## config.mk

```make
export PLATFORM = sky130hd
export DESIGN_NAME = brtl_query_flat
export DESIGN_NICKNAME = d
export VERILOG_FILES = /design/src/hdl/brtl_pkg.sv /design/src/hdl/brtl_if.sv /design/src/hdl/brtl_query.sv /design/src/flat_wrapper.sv
export SDC_FILE = /design/constraint.sdc
export NUM_CORES = 1
export LEC_CHECK = 0
export ABC_AREA = 1
export BUFFER_PORTS_ARGS = -buffer_cell sky130_fd_sc_hd__clkbuf_2
export CAP_MARGIN = 20
export CORE_ASPECT_RATIO = 2
export CORE_MARGIN = 4
export CORE_UTILIZATION = 45
export DETAILED_ROUTE_END_ITERATION = 8
export PLACE_DENSITY = 0.8
export SLEW_MARGIN = 30
export SYNTH_ARGS = -nofsm -noshare
export SYNTH_HDL_FRONTEND = slang
export SYNTH_SLANG_ARGS = --single-unit
```

## constraint.sdc

```tcl
create_clock -name clock -period 20 [get_ports clock]
set_input_delay 0 -clock clock [delete_from_list [all_inputs] [get_ports clock]]
set_output_delay 0 -clock clock [all_outputs]
set_load 0.03 [all_outputs]
```

## src/hdl/brtl_pkg.sv

```systemverilog
// ----------------------------------------------------------------------------
// brtl_pkg
// Shared widths, defaults, request codes, FSM encoding and popcount for the
// two-level rank engine.
// ----------------------------------------------------------------------------
package brtl_pkg;

   localparam int MAX_WORDS_DEF   = 4096;
   localparam int WORDS_PER_BLOCK = 8;
   localparam int WORD_W          = 64;
   localparam int POS_W           = 18;
   localparam int RANK_W          = 18;
   localparam int ONES_W          = 19;
   localparam int REL_W           = 9;
   localparam int REL_ALL_W       = REL_W * (WORDS_PER_BLOCK - 1);
   localparam int BLK_W           = ONES_W + REL_ALL_W;
   localparam int BIT_W           = 6;
   localparam int SLOT_W          = 3;
   localparam int POP_W           = 7;

   localparam logic ACT_APPEND = 1'b0;
   localparam logic ACT_QUERY  = 1'b1;

   typedef enum logic [2:0] {
      Q_IDLE = 3'b001,
      Q_LOOK = 3'b010,
      Q_SUM  = 3'b100
   } q_state_type;

   // adder tree, six levels
   function automatic logic [POP_W-1:0] ones64(input logic [WORD_W-1:0] v);
      logic [1:0] s1 [32];
      logic [2:0] s2 [16];
      logic [3:0] s3 [8];
      logic [4:0] s4 [4];
      logic [5:0] s5 [2];
      for (int i = 0; i < 32; i++) begin
         s1[i] = {1'b0, v[2*i]} + {1'b0, v[2*i+1]};
      end
      for (int i = 0; i < 16; i++) begin
         s2[i] = {1'b0, s1[2*i]} + {1'b0, s1[2*i+1]};
      end
      for (int i = 0; i < 8; i++) begin
         s3[i] = {1'b0, s2[2*i]} + {1'b0, s2[2*i+1]};
      end
      for (int i = 0; i < 4; i++) begin
         s4[i] = {1'b0, s3[2*i]} + {1'b0, s3[2*i+1]};
      end
      for (int i = 0; i < 2; i++) begin
         s5[i] = {1'b0, s4[2*i]} + {1'b0, s4[2*i+1]};
      end
      return {1'b0, s5[0]} + {1'b0, s5[1]};
   endfunction

endpackage

```

## src/hdl/brtl_if.sv

```systemverilog


interface brtl_rsp_if;
   import brtl_pkg::*;

   logic              valid;
   logic              ready;
   logic [RANK_W-1:0] rank_count;
   logic              out_of_range;

   modport source (output valid, rank_count, out_of_range, input ready);
   modport sink   (input valid, rank_count, out_of_range, output ready);
endinterface

```

## src/hdl/brtl_query.sv

```systemverilog
// ----------------------------------------------------------------------------
// brtl_query
// Query path: issue memory reads, select relative count, popcount the masked
// word, add, and hold the result in the output register.
// ----------------------------------------------------------------------------
module brtl_query #(
   parameter int MAX_WORDS = brtl_pkg::MAX_WORDS_DEF,
   parameter int AW        = $clog2(MAX_WORDS),
   parameter int BW        = (((MAX_WORDS + 7) / 8) > 1) ? $clog2((MAX_WORDS + 7) / 8) : 1,
   parameter int CW        = $clog2(MAX_WORDS + 1)
) (
   input  logic                        clock,
   input  logic                        reset,
   input  logic                        start,
   input  logic [brtl_pkg::POS_W-1:0]  position,
   input  logic [CW-1:0]               words_loaded,
   output logic                        idle,
   output logic                        rd_en,
   output logic [AW-1:0]               word_rd_addr,
   output logic [BW-1:0]               blk_rd_addr,
   input  logic [brtl_pkg::WORD_W-1:0] word_rd_data,
   input  logic [brtl_pkg::BLK_W-1:0]  blk_rd_data,
   brtl_rsp_if.source                  rsp_chan
);
   import brtl_pkg::*;

   localparam int WIDX_W = POS_W - BIT_W;
   localparam int XW     = (AW > WIDX_W) ? AW : WIDX_W;
   localparam int LW     = ((CW + BIT_W) > POS_W) ? (CW + BIT_W) : POS_W;

   q_state_type       state_ff, state_in;
   logic              oor_ff;
   logic [SLOT_W-1:0] slot_ff;
   logic [BIT_W-1:0]  bit_ff;
   logic [POP_W-1:0]  pop_ff;
   logic [REL_W-1:0]  rel_ff, rel_sel;
   logic [ONES_W-1:0] abs_ff;
   logic [RANK_W-1:0] rank_ff, rank_in;
   logic              flag_ff, flag_in;
   logic              rsp_valid_ff, rsp_valid_in;
   logic [XW-1:0]     widx;
   logic [XW-1:0]     bidx;
   logic [WORD_W-1:0] mask;
   logic [ONES_W-1:0] total;
   logic              slot_free;

   assign widx         = XW'(position[POS_W-1:BIT_W]);
   assign bidx         = widx >> SLOT_W;
   assign word_rd_addr = widx[AW-1:0];
   assign blk_rd_addr  = bidx[BW-1:0];
   assign rd_en        = start;
   assign idle         = (state_ff == Q_IDLE);
   assign slot_free    = !rsp_valid_ff || rsp_chan.ready;

   always_comb begin
      mask    = (WORD_W'(1) << bit_ff) - WORD_W'(1);
      rel_sel = '0;
      for (int f = 1; f < WORDS_PER_BLOCK; f++) begin
         if (slot_ff == SLOT_W'(f)) begin
            rel_sel = blk_rd_data[REL_W*(WORDS_PER_BLOCK-1-f) +: REL_W];
         end
      end
      total = abs_ff + ONES_W'(rel_ff) + ONES_W'(pop_ff);
   end

   always_comb begin
      state_in     = state_ff;
      rank_in      = rank_ff;
      flag_in      = flag_ff;
      rsp_valid_in = rsp_valid_ff && !rsp_chan.ready;
      case (state_ff)
         Q_IDLE: begin
            if (start) begin
               state_in = Q_LOOK;
            end
         end
         Q_LOOK: begin
            state_in = Q_SUM;
         end
         Q_SUM: begin
            if (slot_free) begin
               rank_in      = oor_ff ? '0 : total[RANK_W-1:0];
               flag_in      = oor_ff;
               rsp_valid_in = 1'b1;
               state_in     = Q_IDLE;
            end
         end
         default: begin
            state_in = Q_IDLE;
         end
      endcase
   end

   always_ff @(posedge clock) begin
      if (reset) begin
         state_ff     <= Q_IDLE;
         rsp_valid_ff <= 1'b0;
      end else begin
         state_ff     <= state_in;
         rsp_valid_ff <= rsp_valid_in;
      end
      rank_ff <= rank_in;
      flag_ff <= flag_in;
      if (start) begin
         oor_ff  <= (LW'(position) >= LW'({words_loaded, BIT_W'(0)}));
         slot_ff <= widx[SLOT_W-1:0];
         bit_ff  <= position[BIT_W-1:0];
      end
      if (state_ff == Q_LOOK) begin
         pop_ff <= ones64(word_rd_data & mask);
         rel_ff <= rel_sel;
         abs_ff <= blk_rd_data[BLK_W-1:REL_ALL_W];
      end
   end

   assign rsp_chan.valid        = rsp_valid_ff;
   assign rsp_chan.rank_count   = rank_ff;
   assign rsp_chan.out_of_range = flag_ff;

endmodule
```

## src/flat_wrapper.sv

```systemverilog
// flat-port wrapper written by rule: the top's interface ports become plain ports
module brtl_query_flat import brtl_pkg::*;
#(
   parameter int MAX_WORDS = brtl_pkg::MAX_WORDS_DEF,
   parameter int AW        = $clog2(MAX_WORDS),
   parameter int BW        = (((MAX_WORDS + 7) / 8) > 1) ? $clog2((MAX_WORDS + 7) / 8) : 1,
   parameter int CW        = $clog2(MAX_WORDS + 1)
)
  (clock, reset, start, position, words_loaded, idle, rd_en, word_rd_addr, blk_rd_addr, word_rd_data, blk_rd_data, rsp_chan_valid, rsp_chan_rank_count, rsp_chan_out_of_range, rsp_chan_ready);
  brtl_rsp_if rsp_chan_i ();
  input  logic clock;
  input  logic reset;
  input  logic start;
  input  logic [brtl_pkg::POS_W-1:0] position;
  input  logic [CW-1:0] words_loaded;
  output logic idle;
  output logic rd_en;
  output logic [AW-1:0] word_rd_addr;
  output logic [BW-1:0] blk_rd_addr;
  input  logic [brtl_pkg::WORD_W-1:0] word_rd_data;
  input  logic [brtl_pkg::BLK_W-1:0] blk_rd_data;
  output wire logic [$bits(rsp_chan_i.valid)-1:0] rsp_chan_valid;
  output wire logic [$bits(rsp_chan_i.rank_count)-1:0] rsp_chan_rank_count;
  output wire logic [$bits(rsp_chan_i.out_of_range)-1:0] rsp_chan_out_of_range;
  input wire logic [$bits(rsp_chan_i.ready)-1:0] rsp_chan_ready;
  assign rsp_chan_valid = rsp_chan_i.valid;
  assign rsp_chan_rank_count = rsp_chan_i.rank_count;
  assign rsp_chan_out_of_range = rsp_chan_i.out_of_range;
  assign rsp_chan_i.ready = rsp_chan_ready;
  brtl_query #(.MAX_WORDS(MAX_WORDS), .AW(AW), .BW(BW), .CW(CW)) u_core (.clock(clock), .reset(reset), .start(start), .position(position), .words_loaded(words_loaded), .idle(idle), .rd_en(rd_en), .word_rd_addr(word_rd_addr), .blk_rd_addr(blk_rd_addr), .word_rd_data(word_rd_data), .blk_rd_data(blk_rd_data), .rsp_chan(rsp_chan_i));
endmodule
```

==> impl_results.md <==
- Worst Clk Skew: 0.01207 ns
- Hold path depth: 3
- Count leader, synth: nand2_1
- Post-route ant nets: 0
- DRT Pass-1 Iters: 5
- Post-place setup slack: 11.04 ns
- Setup violators final: 0
- Num CTS Buffers: 9
- Sum of negative setup slack: 0 ns
- Remaining DRCs: 0
- Synthesis Warnings: 0
- Worst-margin pin slew: 0.8598 ns
- Critical path startpoint category: register
- Clk sink count: 67
- Reg-to-Reg End: u_core.pop_ff[6]
- Hold WC Path Type: primary input to register
- Number of global-route vias before repair: 9,458
- Final Hold Fails: 1
- Post_cts resized: 0
- Iter 0 DRT Violations: 674
- Fin worst setup slack: 10.79 ns
- Clk root buf: clkbuf_16
- Fin cells: 1,578
- Worst Path Arrival: 9.29 ns
- Post-CTS setup buffers: 0
- P&R area growth vs syn: 22.93%
- Fin crit share: 46.07%
- Max cap viols: 0
- GPL Wtd Cong: 1.081
- Die ar.: 20,940 um2
- Synthesized area: 8353 um2
- Die height: 200.7 um
- FMAX: 108.5 MHz
- First-pass GRT wire length: 52.28 mm
- Post-synthesis async set-or-reset flop share: 0%
- Vias per cell: 5.687
- Yosys top cell by area: edfxtp_1
- Avg WL per Cell: 22.15 um
- Max Root-Sink Buffers: 2
- R2R Setup Slk: 10.79 ns
- Antenna violations before repair: 0
- Final hold slack: -0.001533 ns
- # IOs: 224
- DRT Wirelength: 34.96 mm
- Cell count of the worst reg-to-reg path: 27
- Sequential share of the synthesized area: 23.61%
- Largest cells by area after synthesis: edfxtp_1 (23%), fa_1 (15%), nand2_1 (8.7%)
- Cts hold-fix bufs: 41
- Starting density of the core: 45.63%
- Detailed Place HPWL: 28.63 mm
- Post-synth top cells: nand2_1 (194), inv_1 (173), nor2_1 (169)
- Status: complete, but fails checks
- Synthesized netlist cell count: 1,121
- Skew-Pair Late Insertion Delay: 0.33 ns
- WS Path Type: register to register
- Total overflow reported by the global router: 0
- Rows: 70
- Distinct cells, synth: 52
- Hold Path End: u_core.rel_ff[1]
- Layout cells sized above 1: 23.79%
- Worst hold start: blk_rd_data[10]
- Syn_area_per_cell: 7.451 um2
- Vias: 8,974
- Mapped Nets: 1,403
- Post-synthesis register bit count: 67
- RSZ-0062 raised after global routing: no
- Final nets: 1,639
- Critical Path Sink Type: register
- Port bufs: 221
- Slew headroom: 42.68%
- Die X-Extent: 104.3 um
- Post-synth EDFFs: 63
- Data required time of the worst path: 20.08 ns
- N_diodes: 0
- Total GRT Usage: 33.24%
- Primary FF master, synth: edfxtp_1
- Largest net degree at the start of global routing: 53
- Critical-path maximum fanout: 13
- Reg-to-Reg Start: u_core.bit_ff[2]
- Slew Limit Fails: 0
- Violated checks: hold timing
- Area after DPL: 9527 um2
- CTS clk-pin slew, worst paths: 0.07 ns
- Number of instances in the placed design: 1,521
- H-tree depth: 3
- CTS tree: done
- Final instance area: 10,270 um2
- Crit path time final: 9.213 ns
- Synth top area share: 22.65%
- Core area: 18,310 um2
## state kept, by name, summed over array words and instances, names as in the netlist
signal / flops
u_core.rsp_chan.out_of_range: 1
u_core.bit_ff: 6
u_core.rsp_chan.valid: 1
u_core.pop_ff: 7
u_core.abs_ff: 18
u_core.slot_ff: 3
u_core.oor_ff: 1
u_core.state_ff: 3
u_core.rsp_chan.rank_count: 18
u_core.rel_ff: 9
## stage by stage
step	utilization, %	hold slack [ns]
finish	56.10	-0.001533
global route	56.10	0.009732
CTS	56.10	0.0006454
detailed placement	52.04	0.1791
global placement	52.04	0.1781
floorplan	-	0.06907
## worst max-delay path by stage
stage	from	end	depth (start not counted)
after global placement	u_core.bit_ff[2]	u_core.pop_ff[6]	25
after CTS	u_core.bit_ff[2]	u_core.pop_ff[6]	25
after global routing	u_core.bit_ff[2]	u_core.pop_ff[6]	25
after floorplan	u_core.bit_ff[0]	u_core.pop_ff[6]	28
after detailed placement	u_core.bit_ff[2]	u_core.pop_ff[6]	25
final	u_core.bit_ff[2]	u_core.pop_ff[6]	27
## worst max-delay path, stage by stage (launching register included)
cell and delay [ns]:
edfxtp_1 0.91, inv_1 0.51, nand4_2 0.25, inv_2 0.05, nand2_1 0.13, nand2_1 0.11
nor3_2 0.31, nand3_1 0.17, nor2_2 0.27, nand2_1 0.12, nor2_1 0.44, nand3_1 0.19
fa_1 0.61, fa_1 0.44, fa_1 0.50, fa_1 0.60, fa_1 0.44, fa_1 0.49
fa_1 0.52, fa_1 0.55, inv_1 0.04, ha_1 0.21, fa_1 0.40, a21o_1 0.20
a21oi_1 0.24, nor2_1 0.07, nor2_1 0.09, o21bai_1 0.06
## logic make-up (layout without fill, tap and decap cells)
| logic type | Yosys count | in the layout | share of synthesized area, % |
|---|---|---|---|
| flip-flops | 67 | 67 | 23.61 |
| AO/OA/AOI/OAI | 96 | 96 | 7.055 |
| XOR/XNOR | 9 | 9 | 0.9437 |
| buffers and inverters | 233 | 474 | 11.70 |
| adder cells (fa/ha/maj) | 101 | 101 | 20.70 |
| AND/OR/NAND/NOR | 614 | 614 | 35.95 |
| other | 1 | 1 | 0.04489 |
## layout by cell type (no fill, tap or decap), types with 3 or more instances in the layout
master,netlist,final
clkbuf_2,0,221
nand2_1,194,194
inv_1,173,173
nor2_1,169,169
nand3_1,89,89
edfxtp_1,63,63
fa_1,62,62
nand4_1,57,57
dlygate4sd3_1,0,41
ha_1,39,39
a21oi_1,28,28
o21ai_0,27,27
nor3_1,26,25
nor2_2,19,19
nand2_2,13,13
inv_2,10,10
nand3_2,10,10
nor2_4,9,9
a221oi_1,9,9
clkbuf_16,0,9
buf_4,24,9
o221ai_1,8,8
xor2_1,7,7
nand4_2,5,5
o21ai_1,5,5
nor3_2,3,4
clkinv_1,4,4
nand3b_1,4,4
dfxtp_1,4,4
a21boi_0,3,3
a21o_1,3,3
o31ai_1,3,3
inv_6,0,3
## layer usage
metal  vias to the layer above  GRT usage, %  wire length (um)
met5                         -             0                 0
met1                      4190         29.41             10420
li1                       4158             -                 -
met2                       474         61.68             18600
met4                         0         29.34              3725
met3                       152         6.759              2211
## cell type report
| type | instances | area [um2] |
|---|---|---|
| flip-flops and latches | 67 | 1972 |
| multi-input cells | 821 | 5409 |
| clock buffers | 9 | 225.2 |
| clock inverters | 7 | 106.4 |
| inverters | 187 | 701.9 |
| well taps | 216 | 270.3 |
| fillers | 1761 | 8036 |
| repair buffers | 271 | 1584 |
Power is not shown: default switching activity piles up to over one toggle a cycle in this logic, so the estimate is an artifact.
