File: src/hdl/brtl_pkg.sv
// ----------------------------------------------------------------------------
// brtl_pkg
// Shared widths, defaults, request codes, FSM encoding and popcount for the
// two-level rank engine.
// ----------------------------------------------------------------------------
package brtl_pkg;

   localparam int MAX_WORDS_DEF   = 4096;
   localparam int WORDS_PER_BLOCK = 8;
   localparam int WORD_W          = 64;
   localparam int POS_W           = 18;
   localparam int RANK_W          = 18;
   localparam int ONES_W          = 19;
   localparam int REL_W           = 9;
   localparam int REL_ALL_W       = REL_W * (WORDS_PER_BLOCK - 1);
   localparam int BLK_W           = ONES_W + REL_ALL_W;
   localparam int BIT_W           = 6;
   localparam int SLOT_W          = 3;
   localparam int POP_W           = 7;

   localparam logic ACT_APPEND = 1'b0;
   localparam logic ACT_QUERY  = 1'b1;

   typedef enum logic [2:0] {
      Q_IDLE = 3'b001,
      Q_LOOK = 3'b010,
      Q_SUM  = 3'b100
   } q_state_type;

   // adder tree, six levels
   function automatic logic [POP_W-1:0] ones64(input logic [WORD_W-1:0] v);
      logic [1:0] s1 [32];
      logic [2:0] s2 [16];
      logic [3:0] s3 [8];
      logic [4:0] s4 [4];
      logic [5:0] s5 [2];
      for (int i = 0; i < 32; i++) begin
         s1[i] = {1'b0, v[2*i]} + {1'b0, v[2*i+1]};
      end
      for (int i = 0; i < 16; i++) begin
         s2[i] = {1'b0, s1[2*i]} + {1'b0, s1[2*i+1]};
      end
      for (int i = 0; i < 8; i++) begin
         s3[i] = {1'b0, s2[2*i]} + {1'b0, s2[2*i+1]};
      end
      for (int i = 0; i < 4; i++) begin
         s4[i] = {1'b0, s3[2*i]} + {1'b0, s3[2*i+1]};
      end
      for (int i = 0; i < 2; i++) begin
         s5[i] = {1'b0, s4[2*i]} + {1'b0, s4[2*i+1]};
      end
      return {1'b0, s5[0]} + {1'b0, s5[1]};
   endfunction

endpackage

File: src/hdl/brtl_load.sv
// ----------------------------------------------------------------------------
// brtl_load
// Append path: word count, running ones count and per-block counts, written
// to the word and block memories one word per cycle.
// ----------------------------------------------------------------------------
module brtl_load #(
   parameter int MAX_WORDS = brtl_pkg::MAX_WORDS_DEF,
   parameter int AW        = $clog2(MAX_WORDS),
   parameter int BW        = (((MAX_WORDS + 7) / 8) > 1) ? $clog2((MAX_WORDS + 7) / 8) : 1,
   parameter int CW        = $clog2(MAX_WORDS + 1)
) (
   input  logic                         clock,
   input  logic                         reset,
   input  logic                         append,
   input  logic                         first_word,
   input  logic [brtl_pkg::WORD_W-1:0]  word,
   output logic                         word_wr_en,
   output logic [AW-1:0]                word_wr_addr,
   output logic                         blk_wr_en,
   output logic [BW-1:0]                blk_wr_addr,
   output logic [brtl_pkg::BLK_W-1:0]   blk_wr_data,
   output logic [CW-1:0]                words_loaded
);
   import brtl_pkg::*;

   logic [CW-1:0]        words_ff, words_in;
   logic [ONES_W-1:0]    ones_ff, ones_in;
   logic [ONES_W-1:0]    base_ff, base_in;
   logic [REL_ALL_W-1:0] rel_ff, rel_in;
   logic [CW-1:0]        idx;
   logic [ONES_W-1:0]    ones_now;
   logic [ONES_W-1:0]    diff;
   logic [SLOT_W-1:0]    slot;
   logic                 full;
   logic                 store;

   always_comb begin
      idx      = first_word ? '0 : words_ff;
      ones_now = first_word ? '0 : ones_ff;
      full     = (idx == CW'(MAX_WORDS));
      store    = append && !full;
      slot     = idx[SLOT_W-1:0];
      diff     = ones_now - base_ff;

      words_in = words_ff;
      ones_in  = ones_ff;
      base_in  = base_ff;
      rel_in   = rel_ff;
      if (store) begin
         words_in = idx + CW'(1);
         ones_in  = ones_now + ONES_W'(ones64(word));
         if (slot == '0) begin
            base_in = ones_now;
            rel_in  = '0;
         end else begin
            for (int f = 1; f < WORDS_PER_BLOCK; f++) begin
               if (slot == SLOT_W'(f)) begin
                  rel_in[REL_W*(WORDS_PER_BLOCK-1-f) +: REL_W] = diff[REL_W-1:0];
               end
            end
         end
      end
   end

   always_ff @(posedge clock) begin
      if (reset) begin
         words_ff <= '0;
         ones_ff  <= '0;
      end else begin
         words_ff <= words_in;
         ones_ff  <= ones_in;
      end
      base_ff <= base_in;
      rel_ff  <= rel_in;
   end

   assign word_wr_en   = store;
   assign word_wr_addr = idx[AW-1:0];
   assign blk_wr_en    = store;
   assign blk_wr_addr  = idx[BW+SLOT_W-1:SLOT_W];
   assign blk_wr_data  = {base_in, rel_in};
   assign words_loaded = words_ff;

endmodule

File: config.mk
export PLATFORM = sky130hd
export DESIGN_NAME = brtl_load
export DESIGN_NICKNAME = d
export VERILOG_FILES = /design/src/hdl/brtl_pkg.sv /design/src/hdl/brtl_load.sv
export SDC_FILE = /design/constraint.sdc
export NUM_CORES = 1
export LEC_CHECK = 0
export BUFFER_PORTS_ARGS = -buffer_cell sky130_fd_sc_hd__buf_2
export CORE_UTILIZATION = 23
export DETAILED_ROUTE_END_ITERATION = 12
export HOLD_SLACK_MARGIN = 0.12
export PLACE_DENSITY = 0.44
export SLEW_MARGIN = 20
export SYNTH_ARGS = -nofsm -noshare
export SYNTH_HDL_FRONTEND = slang
export SYNTH_SLANG_ARGS = --single-unit
File: constraint.sdc
create_clock -name clock -period 6.6 [get_ports clock]
set_clock_uncertainty 0.15 [all_clocks]
set_input_delay 0.33 -clock clock [delete_from_list [all_inputs] [get_ports clock]]
set_output_delay 0.33 -clock clock [all_outputs]
set_load 0.05 [all_outputs]
==> reports/qor.txt, run 1 <==
Status -> finished, final reports clean
Total wire length -> 20.4 mm
DRT Pass-1 Iters -> 4
Max Cap Viol -> 0
Antenna Nets Post-Route -> 0
DRC errors left -> 0
Starting density of the core -> 23.4%
Worst-skew pair later-pin latency -> 420 ps
DP Worst Slack -> -479 ps
Global-route wire length before repair -> 31.5 mm
Largest net degree at the start of global routing -> 42
HPWL after DPL -> 15.3 mm
Post-synth top area share -> 31.9%
Sequential area share after synthesis -> 31.9%
Area grow syn2layout -> 28.2%
Final Cycle Share -> 96.8%
Hold Slack -> 247 ps
Primary FF master, synth -> dfxtp_1
Setup violators final -> 0
Die extent in y -> 178 um
Synthesized net count -> 980
Slew at the pin closest to its max-slew limit -> 887 ps
WL/cell -> 14.6 um
Most frequent cells in the layout -> buf_2, dfxtp_1, inv_1
Fillers -> 3306
Footprint of the multi-input gates -> 4300 um2
Crit path time final -> 6390 ps
Crit end category -> flip-flop
Total vias in the final route -> 6029
Max H-tree Level -> 4
Worst hold path class -> in -> reg
Initial antenna violation count -> 0
EDFF count, synth -> 0
Slew HR -> 40.9%
Top-Level Pins -> 186
Grt ovf -> 0
Share of cells above drive strength 1 -> 26.5%
CTS clk-pin slew, worst paths -> 60 ps
Fin. max-slew vios -> 0
WP data required -> 6800 ps
Total Routing Usage GR -> 13.0%
Slack of the critical path -> 213 ps
Largest area contributor in the netlist -> dfxtp_1
Syn Inst Count -> 814
Mapped Area -> 7150 um2
Synthesized flop and latch total -> 114
TritonCTS clock tree -> yes
Final #Nets -> 1159
Area of the die -> 31800 um2
Yosys warnings -> 0
Clk buf depth -> 2
Count of different cell masters after synthesis -> 58
Crit path max fanout -> 4
CTS Sinks -> 114
FP Rows -> 64
Fmax -> 157 MHz
Commonest non-fill, non-tap cell in the layout -> buf_2
Setup TNS -> 0 ps
Worst Reg-to-Reg Cells -> 17
Root buf cell -> clkbuf_16
Asr flop ratio synth -> 0%
Final Hold Vio Count -> 0
I/O Buffers -> 185
Routability congestion estimate -> 0.741
Crit start category -> primary input
Die width -> 178 um
Vias in the first global route -> 5592
Drt first-iter violations -> 256
DP Area -> 8500 um2
Hold depth -> 4
Sequential Area -> 2280 um2
Syn avg cell area -> 8.79 um2
Core area -> 30600 um2
Area contributors post-synth -> dfxtp_1, fa_1, ha_1
N_diodes -> 0
Crit path arrival time -> 6580 ps
Total CTS buffers -> 17
Kind of critical path -> in -> reg
Final instance area -> 9170 um2
Post-DR vias/cell -> 4.30
-- cells in the mapped netlist, drive strengths merged, types with 3 or more instances --
library cell / count
dfxtp: 114
inv: 111
o21ai: 99
nand2: 88
fa: 57
ha: 41
a21oi: 38
nor2: 35
nor2b: 27
clkbuf: 24
buf: 20
nand2b: 13
mux2i: 11
xnor2: 11
nor3b: 10
mux2: 9
nand3: 9
nand4: 9
a211oi: 8
a31oi: 8
a21o: 6
and3: 6
nand3b: 5
a32o: 4
o31ai: 4
or2: 4
or4: 4
xor2: 4
a311oi: 3
and2: 3
nand4b: 3
nor3: 3
o21a: 3
-- state kept, by name (all words and copies together) (netlist names) --
register      flops
rel_ff           63
ones_ff          19
base_ff          19
words_loaded     13
-- critical path, stage by stage --
cell      delay, ps
buf_2           110
fa_1            540
inv_2            40
fa_1            510
inv_1            50
fa_1            470
inv_1            50
fa_1            510
fa_1            450
fa_1            480
fa_1            510
fa_1            430
fa_2            360
inv_2            60
fa_2            200
a211oi_2         80
or3_4           390
a221oi_4        300
nand4_4         150
or4_4           440
a21oi_2         120
-- path summary, 6_finish.rpt --
kind,from,endpoint,slack (ps)
max reg2reg,ones_ff[0]$_SDFFE_PP0P_,ones_ff[16]$_SDFFE_PP0P_,390
max,word[17],ones_ff[16]$_SDFFE_PP0P_,210
min,word[4],ones_ff[0]$_SDFFE_PP0P_,250
min reg2reg,ones_ff[6]$_SDFFE_PP0P_,ones_ff[6]$_SDFFE_PP0P_,290
-- through the flow --
stage                     cells  utilization [%]
final                      1402             30.0
after detailed placement   1368             27.8
after global routing       1402             30.0
after CTS                  1401             29.8
after global placement     1368             27.8
after floorplan             814                -
-- what timing repair did --
action | in CTS | in global routing
pin swaps | 0 | 4
gates cloned | 0 | 0
hold buffers | 1 | 0
resized for setup | 1 | 11
setup endpoints to repair | 1 | 6
setup buffers | 0 | 1
endpoints found under the hold margin | 1 | 0
-- cells by family (layout without fill, tap and decap cells) --
logic type               after synthesis  after routing  synth area share (%)
AO/OA/AOI/OAI                        187            187                  15.3
adder cells (fa/ha/maj)               98             98                  23.1
AND/OR/NAND/NOR                      225            225                  16.1
buffers and inverters                155            347                  8.78
XOR/XNOR                              15             15                  1.84
multiplexers                          20             20                  2.96
flip-flops                           114            114                  31.9
-- layout make-up --
type / instances / share of cell area, %
Multi-Input combinational cell: 545 / 46.9
Sequential cell: 114 / 24.9
Timing Repair Buffer: 204 / 11.7
Tap cell: 396 / 5.40
Clock buffer: 20 / 4.87
Inverter: 111 / 4.54
Clock inverter: 12 / 1.72
-- per-layer routing --
metal,part of all wire [%],wire length (um),GRT usage (%),vias up
met4,1.3,263,4.31,0
met5,0,0,0,-
met3,4.2,861,2.77,14
met2,46,9400,19.4,109
li1,-,-,-,3055
met1,48,9910,18.5,2851
Power of run 1 is left out: the tool's default activity adds up to more than one toggle a clock period on the data nets, which glitch-free logic cannot reach.
==> run 2: changes to the inputs <==
--- a/config.mk
+++ b/config.mk
@@ -9,7 +9,7 @@
 export CORE_UTILIZATION = 23
 export DETAILED_ROUTE_END_ITERATION = 12
 export HOLD_SLACK_MARGIN = 0.12
-export PLACE_DENSITY = 0.44
+export PLACE_DENSITY = 0.42
 export SLEW_MARGIN = 20
 export SYNTH_ARGS = -nofsm -noshare
 export SYNTH_HDL_FRONTEND = slang
==> constraint.sdc (replaced) <==
create_clock -name clock -period 7.9 [get_ports clock]
set_clock_uncertainty 0.15 [all_clocks]
set_input_delay 0.395 -clock clock [delete_from_list [all_inputs] [get_ports clock]]
set_output_delay 0.395 -clock clock [all_outputs]
set_load 0.05 [all_outputs]
==> run 2 against run 1 <==
  * Clock-buffer cell count down 2
  * Die area unchanged
  * Register-to-register slack improved by 1000 ps
  * Non-clock buffer count shrank 15
  * Via count shrank 0.66%
  * Global-route usage fell by 0.26 points
  * First-iteration DRC count increased by 7.0%
  * Critical path depth is 2 lower
  * Cell area fell by 2.3%
  * Worst hold slack lost 110 ps
  * Critical endpoint unchanged
==> reports/qor.txt, run 2 (same netlist as run 1, synthesis figures left out) <==
Total Routing Usage GR -> 12.8% (-0.26 points)
Fillers -> 3312 (+0.18%)
Gate power share -> 70.8%
Crit path max fanout -> 5 (+1)
DRC errors left -> 0 (unchanged)
Setup TNS -> 0 ps (unchanged)
Vias in the first global route -> 5644 (+0.93%)
Hold depth -> 3 (-1)
Fin. max-slew vios -> 0 (unchanged)
Die extent in y -> 178 um (unchanged)
Drt first-iter violations -> 274 (+7.0%)
Root buf cell -> clkbuf_16
Sw Pwr -> 2.23 mW
Post-DR vias/cell -> 4.32 (+0.41%)
Regs by FF count -> rel_ff: 63 flops, base_ff: 19 flops, ones_ff: 19 flops
Starting density of the core -> 23.4% (unchanged)
Area of the die -> 31800 um2 (unchanged)
FP Rows -> 64 (unchanged)
Setup violators final -> 0 (unchanged)
Global-route wire length before repair -> 31.0 mm (-1.6%)
Final Hold Vio Count -> 0 (unchanged)
RSZ-0062 raised after global routing -> false
Antenna Nets Post-Route -> 0 (unchanged)
P_int -> 2.46 mW
Total vias in the final route -> 5989 (-0.66%)
Hold Slack -> 142 ps (-106 ps)
Max Cap Viol -> 0 (unchanged)
Worst-skew pair later-pin latency -> 420 ps (about the same)
Static leakage -> 4.24 nW
Sequential Area -> 2280 um2 (unchanged)
WL/cell -> 14.4 um (-1.3%)
Most frequent cells in the layout -> buf_2, dfxtp_1, inv_1
Crit path arrival time -> 6860 ps (+280 ps)
VDD IR max -> 0.632 mV
DP Worst Slack -> 776 ps (+1260 ps)
Crit path time final -> 6670 ps
Final #Nets -> 1144 (-1.3%)
HPWL after DPL -> 15.1 mm (-1.7%)
Clk buf depth -> 2 (unchanged)
Routability congestion estimate -> 0.760 (+2.6%)
Max H-tree Level -> 4 (unchanged)
Crit end category -> flip-flop
N_diodes -> 0 (unchanged)
Slew at the pin closest to its max-slew limit -> 989 ps (+102 ps)
TritonCTS clock tree -> yes
Largest Register -> rel_ff
I/O Buffers -> 185 (unchanged)
Max reg flops -> 63 (unchanged)
Largest net degree at the start of global routing -> 48 (+14%)
Commonest non-fill, non-tap cell in the layout -> buf_2
Util after Layout -> 29.3% (-0.69 points)
Worst Reg-to-Reg Cells -> 17 (unchanged)
Net Sw Frac -> 47.5%
Worst hold path class -> in -> reg
Kind of critical path -> in -> reg
Total wire length -> 20.0 mm (-2.3%)
Initial antenna violation count -> 0 (unchanged)
Flop2flop setup slack -> 1390 ps (+1000 ps)
Top-Level Pins -> 186 (unchanged)
DP Area -> 8390 um2 (-1.2%)
CTS clk-pin slew, worst paths -> 60 ps (about the same)
DRT Pass-1 Iters -> 5 (+1)
Footprint of the multi-input gates -> 4240 um2 (-1.4%)
Post-CTS resize count -> 0 (-1)
Slew HR -> 33.9% (-7.0 points)
Die width -> 178 um (unchanged)
Grt ovf -> 0 (unchanged)
Clock Power Share -> 15.9%
Number of setup buffers added after CTS -> 0 (unchanged)
Share of cells above drive strength 1 -> 24.5% (-2.0 points)
Status -> finished, final reports clean
Final instance area -> 8960 um2 (-2.3%)
Area grow syn2layout -> 25.3%
Fmax -> 150 MHz
CTS Sinks -> 114 (unchanged)
Crit start category -> primary input
Reg power frac -> 13.3%
Total CTS buffers -> 17 (unchanged)
WP data required -> 8090 ps (+1290 ps)
Core area -> 30600 um2 (unchanged)
Number of hold buffers added after cts -> 0 (-1)
Power per cell area -> 523 nW/um2
Final Cycle Share -> 84.4%
Slack of the critical path -> 1230 ps (+1020 ps)
## run 2: cell types whose count changed in the layout (fill, tap and decap cells not counted), moves of 2 or more
cell	before	now
buf_4	18	4
inv_6	1	4
bufinv_16	3	1
clkbuf_1	2	0
fa_1	55	57
fa_2	2	0
inv_1	107	109
inv_2	4	2
## run 2: worst max-delay path, cell delays in order
cell,delay [ps]
buf_2,110
fa_1,530
inv_1,60
fa_1,560
fa_1,470
fa_1,580
fa_1,450
fa_1,480
fa_1,510
fa_1,420
fa_1,390
inv_1,80
fa_1,220
a211oi_1,130
or3_4,400
a221oi_4,340
nand4_4,160
or4_1,440
a21oi_1,140
## run 2: final timing paths
path | startpoint | end
worst max-delay path | word[0] | ones_ff[16]$_SDFFE_PP0P_
worst max register to register | ones_ff[1]$_SDFFE_PP0P_ | ones_ff[11]$_SDFFE_PP0P_
worst min-delay path | append | words_loaded[7]$_SDFFE_PP0P_
worst min register to register | ones_ff[3]$_SDFFE_PP0P_ | ones_ff[3]$_SDFFE_PP0P_
## run 2: metal layers
layer	share of wire [%]	GRT usage (%)	wire [um]
met1	48	17.4	9570
met2	47	20.1	9460
met3	4.1	2.79	816
met4	0.65	3.50	129
met5	0	0	0
## run 2: power groups by stage
stage               registers [mW]  logic (mW)  clock network [mW]
finish                       0.623        3.32               0.745
global placement             0.636        3.40                   0
CTS                          0.624        3.42               0.770
floorplan                    0.636        2.65                   0
global route                 0.627        3.85               0.801
detailed placement           0.637        3.40                   0
## run 2: cell type report
cell class / count / area share, %
multi-input cells: 545 / 47.3
flip-flops and latches: 114 / 25.5
repair buffers: 189 / 10.7
well taps: 396 / 5.53
clock buffers: 18 / 4.90
inverters: 111 / 4.65
clock inverters: 14 / 1.45
## run 2: stage by stage
stage,std cells,power [mW]
4_1_cts,1387,4.82
5_1_grt,1387,5.28
6_report,1387,4.69
2_1_floorplan,814,3.29
3_3_place_gp,1355,4.03
3_5_place_dp,1355,4.04
No activity file was read; power rests on OpenSTA's default activity.
